## src/rtl/sbs_pkg.sv

```systemverilog
package sbs_pkg;

  localparam int TABLE_DEPTH = 1024;
  localparam int ADDR_W      = (TABLE_DEPTH > 1) ? $clog2(TABLE_DEPTH) : 1;
  localparam int CNT_W       = 11;
  localparam int IDX_W       = 10;
  localparam int DATA_W      = 32;
  localparam int FUNC_W      = 2;
  localparam int STEP_W      = 2;

  localparam logic [FUNC_W-1:0] FUNC_WRITE = 2'd0;
  localparam logic [FUNC_W-1:0] FUNC_LOWER = 2'd1;
  localparam logic [FUNC_W-1:0] FUNC_UPPER = 2'd2;

  localparam logic [DATA_W-1:0] SIGN_BIAS = {1'b1, {(DATA_W-1){1'b0}}};

  typedef logic [STEP_W-1:0] step_t;

  localparam step_t STEP_FETCH  = 2'd0;
  localparam step_t STEP_PROBE  = 2'd1;
  localparam step_t STEP_UPDATE = 2'd2;
  localparam step_t STEP_EMIT   = 2'd3;

  typedef enum logic [1:0] {
    COND_GOTO,
    COND_NOT_QUERY,
    COND_EMPTY,
    COND_BUSY
  } cond_t;

  typedef struct packed {
    logic accept;
    logic rd;
    logic upd;
    logic emit;
  } seq_ctrl_t;

  typedef struct packed {
    logic query_acc;
    logic empty;
    logic out_busy;
  } seq_stat_t;

  typedef struct packed {
    seq_ctrl_t ctl;
    cond_t     cond;
    step_t     jump;
    step_t     next;
  } ucode_word_t;

  // cond true -> jump, else next
  function automatic ucode_word_t ucode_rom(step_t s);
    ucode_word_t w;
    w = '{ctl: '0, cond: COND_GOTO, jump: STEP_FETCH, next: STEP_FETCH};
    unique case (s)
      STEP_FETCH:  w = '{ctl: '{accept: 1'b1, rd: 1'b0, upd: 1'b0, emit: 1'b0},
                         cond: COND_NOT_QUERY, jump: STEP_FETCH, next: STEP_PROBE};
      STEP_PROBE:  w = '{ctl: '{accept: 1'b0, rd: 1'b1, upd: 1'b0, emit: 1'b0},
                         cond: COND_EMPTY, jump: STEP_EMIT, next: STEP_UPDATE};
      STEP_UPDATE: w = '{ctl: '{accept: 1'b0, rd: 1'b0, upd: 1'b1, emit: 1'b0},
                         cond: COND_GOTO, jump: STEP_PROBE, next: STEP_PROBE};
      STEP_EMIT:   w = '{ctl: '{accept: 1'b0, rd: 1'b0, upd: 1'b0, emit: 1'b1},
                         cond: COND_BUSY, jump: STEP_EMIT, next: STEP_FETCH};
      default:     w = '{ctl: '0, cond: COND_GOTO, jump: STEP_FETCH, next: STEP_FETCH};
    endcase
    return w;
  endfunction

endpackage

```

## src/rtl/sbs_sequencer.sv

```systemverilog
module sbs_sequencer (
  input  logic                clk,
  input  logic                rst_n,
  input  sbs_pkg::seq_stat_t  stat,
  output sbs_pkg::seq_ctrl_t  ctl
);

  sbs_pkg::step_t       step_r;
  sbs_pkg::step_t       step_nxt;
  sbs_pkg::ucode_word_t word;
  logic                 cond_hit;

  assign word = sbs_pkg::ucode_rom(step_r);
  assign ctl  = word.ctl;

  always_comb begin
    unique case (word.cond)
      sbs_pkg::COND_GOTO:      cond_hit = 1'b1;
      sbs_pkg::COND_NOT_QUERY: cond_hit = !stat.query_acc;
      sbs_pkg::COND_EMPTY:     cond_hit = stat.empty;
      sbs_pkg::COND_BUSY:      cond_hit = stat.out_busy;
      default:                 cond_hit = 1'b1;
    endcase
    step_nxt = cond_hit ? word.jump : word.next;
  end

  always_ff @(posedge clk) begin
    if (!rst_n) begin
      step_r <= sbs_pkg::STEP_FETCH;
    end else begin
      step_r <= step_nxt;
    end
  end

endmodule

```

## config.mk

```make
export PLATFORM = sky130hd
export DESIGN_NAME = sbs_sequencer
export DESIGN_NICKNAME = d
export VERILOG_FILES = /design/src/rtl/sbs_pkg.sv /design/src/rtl/sbs_sequencer.sv
export SDC_FILE = /design/constraint.sdc
export NUM_CORES = 1
export LEC_CHECK = 0
export ABC_CLOCK_PERIOD_IN_PS = 800
export BUFFER_PORTS_ARGS = -buffer_cell sky130_fd_sc_hd__buf_2
export CORE_AREA = 4 4 41 43
export DETAILED_ROUTE_END_ITERATION = 12
export DIE_AREA = 0 0 45 47
export HOLD_SLACK_MARGIN = 0.08
export PLACE_DENSITY = 0.36
export SLEW_MARGIN = 0
export SYNTH_ARGS = -nofsm -noshare
export SYNTH_HDL_FRONTEND = slang
export SYNTH_SLANG_ARGS = --single-unit
```

## constraint.sdc

```tcl
create_clock -name clk -period 0.8 [get_ports clk]
set_input_delay 0.12 -clock clk [delete_from_list [all_inputs] [get_ports clk]]
set_output_delay 0.12 -clock clk [all_outputs]
set_load 0.01 [all_outputs]
```

==> metrics.yaml <==
logic_synthesis:
  yosysSeqAreaShare: 0.3721
  yosys_warnings: 0
  synthesis.area_sq_um: 107.6
  synth_seq_cells: 2
  avgSynthCellArea_sq_um: 8.277
  synth_cell_type_count: 9
  syn_nets: 18
  syn_inst: 13
cells_and_area:
  layout-drive-gt1-share: 0.7407
  fillerInstances: 160
  top_regs: "step_r: 2 flops"
  largest_reg_flops: 2
  top_register: "step_r"
  fin_cells: 42
  final_cell_mix: "buf_2, clkbuf_4"
  antenna_cells: 0
  final_common_cell: "buf_2"
  final_net_count: 34
  areaGrowthSynthToFinish_pct: 115.1
timing:
  slew_headroom: 0.8787
  max_freq_mhz: 1039
  rsz0062_at_grt: "yes"
  tns_ns: -0.6891
  worst_slack_ns: -0.1623
  finalCritPeriodShare: 1.203
  holdWs_ns: 0.1323
  fin_crit_ns: 0.9623
  slew_violations: 0
  fin_skew_ns: 0.002841
  tightest_slew_ns: 0.1769
  hold_viol: 0
  setup_violations: 5
worst_setup_path:
  critPathKind: "flop to output port"
  startpoint_type: "flop"
  critPathArrivalTime_ns: 0.84
  rr_worst_depth: 3
  worstPathMaxFanout: 5
  cp-end-kind: "output port"
  required_ns: 0.68
global_routing:
  grt_usage: 0.04732
  grt_overflow: 0
  antenna_found_initial: 0
  grt_max_degree: 6
  grt_pass1_wl_um: 586
  grt_pass1_vias: 139
drt:
  finalWirelength_um: 368
  firstDrtPassIters: 1
  wl_per_cell_um: 8.762
  drc: 0
  avgViaCountPerCell: 3.119
  dr.first_iter.drc_count: 0
  vias: 131
  final_antenna_net_count: 0
clocking:
  cts_buffers: 3
  cts_sinks: 2
  clk_path_buf_depth: 2
  ctsHoldBuffers: 0
  clock_latency_ns: 0.22
  ctsRootBufferMaster: "clkbuf_4"
  clkTransAtPathRegs_ns: 0.03
  cts_tree: "done"
  cts_max_level: 1
placement:
  hpwlAfterDp_um: 256.7
  post-place-cells: 36
  gp_congestion: 0.6566
  numPortBuffers: 8
die:
  core_region_area_sq_mm: 0.001301
  start_util: 0.08269
  die_h_um: 47
  ioPinCount: 9
  rows: 13
  die_area_sq_mm: 0.002115
  die_x_um: 45
flow_run:
  drv_cap: 0
outcome:
  violations: "setup timing"
  status: "finished with violations"
min_path:
  hp-class: "primary input to flop"
  min_path_cells: 3
pwr:
  power.leakage_uw: 0.0001179
  powerDensity_mw_per_mm2: 1791
  ir_drop_mv: 0.3600
## layout make-up
type / count / area (sq um) / share of cell area
repair buffers: 11 / 72.57 / 0.3135
multi-input cells: 8 / 58.81 / 0.2541
flip-flops and latches: 2 / 47.55 / 0.2054
clock buffers: 3 / 22.52 / 0.09730
well taps: 15 / 18.77 / 0.08108
inverters: 3 / 11.26 / 0.04865
## worst max-delay path, stage by stage, from the launching register on
cell and delay [ns]:
dfxtp_4 0.35, and2_4 0.16, buf_6 0.11
## power by group
group	switching [uW]	internal [uW]	leakage, uW	total, uW
Clock	50.9	165	0.0000138	216
Sequential	10.9	107	0.0000178	118
Combinational	35.6	44.9	0.0000863	80.5
Total	97.4	317	0.000118	415
## synthesized netlist by cell type
cell type / count / share of area
nor2b_1: 1 / 0.058
nor2_1: 2 / 0.070
a21oi_1: 1 / 0.046
dfxtp_1: 2 / 0.37
a221oi_2: 1 / 0.14
mux2i_1: 1 / 0.093
and2_4: 1 / 0.081
nand2_1: 1 / 0.035
inv_1: 3 / 0.10
## metrics by stage
step | cell area [sq um] | power (uW) | setup slack [ns] | util
detailed placement | 168.9 | 184.5 | 0.009048 | 0.1298
CTS | 222.7 | 432.5 | -0.1654 | 0.1712
global route | 231.5 | 465.6 | -0.2034 | 0.1779
global placement | 168.9 | 181.9 | 0.02405 | 0.1298
floorplan | 110.1 | 154.6 | 0.02136 | -
finish | 231.5 | 414.6 | -0.1623 | 0.1779
## kinds of logic (layout without fill, tap and decap cells)
family                 count (synthesis)  in the layout  synth area share
buffers and inverters                  3             17            0.1046
AND/OR/NAND/NOR                        5              5            0.2442
multiplexers                           1              1           0.09303
AO/OA/AOI/OAI                          2              2            0.1860
flip-flops                             2              2            0.3721
## metal layers
| metal | up-vias | wire (um) | global-route usage |
|---|---|---|---|
| met2 | 9 | 136 | 0.03955 |
| li1 | 69 | - | - |
| met4 | 0 | 0 | 0.07018 |
| met5 | - | 0 | 0 |
| met3 | 0 | 61 | 0.04981 |
| met1 | 53 | 170 | 0.04751 |
## path summary, 6_finish.rpt
kind | from | end | slack [ns]
max | step_r[0] | ctl[0] | -0.16
min | rst_n | step_r[1] | 0.13
max reg2reg | step_r[0] | step_r[0] | -0.12
min reg2reg | step_r[1] | step_r[1] | 0.45
## timing repair
item,4_1_cts,5_1_grt
gates resized for setup,3,3
endpoints found under the setup margin,4,5
setup buffers,3,0
hold endpoints to repair,0,0
pin swaps,2,0
No activity file was read; power rests on OpenSTA's default activity.
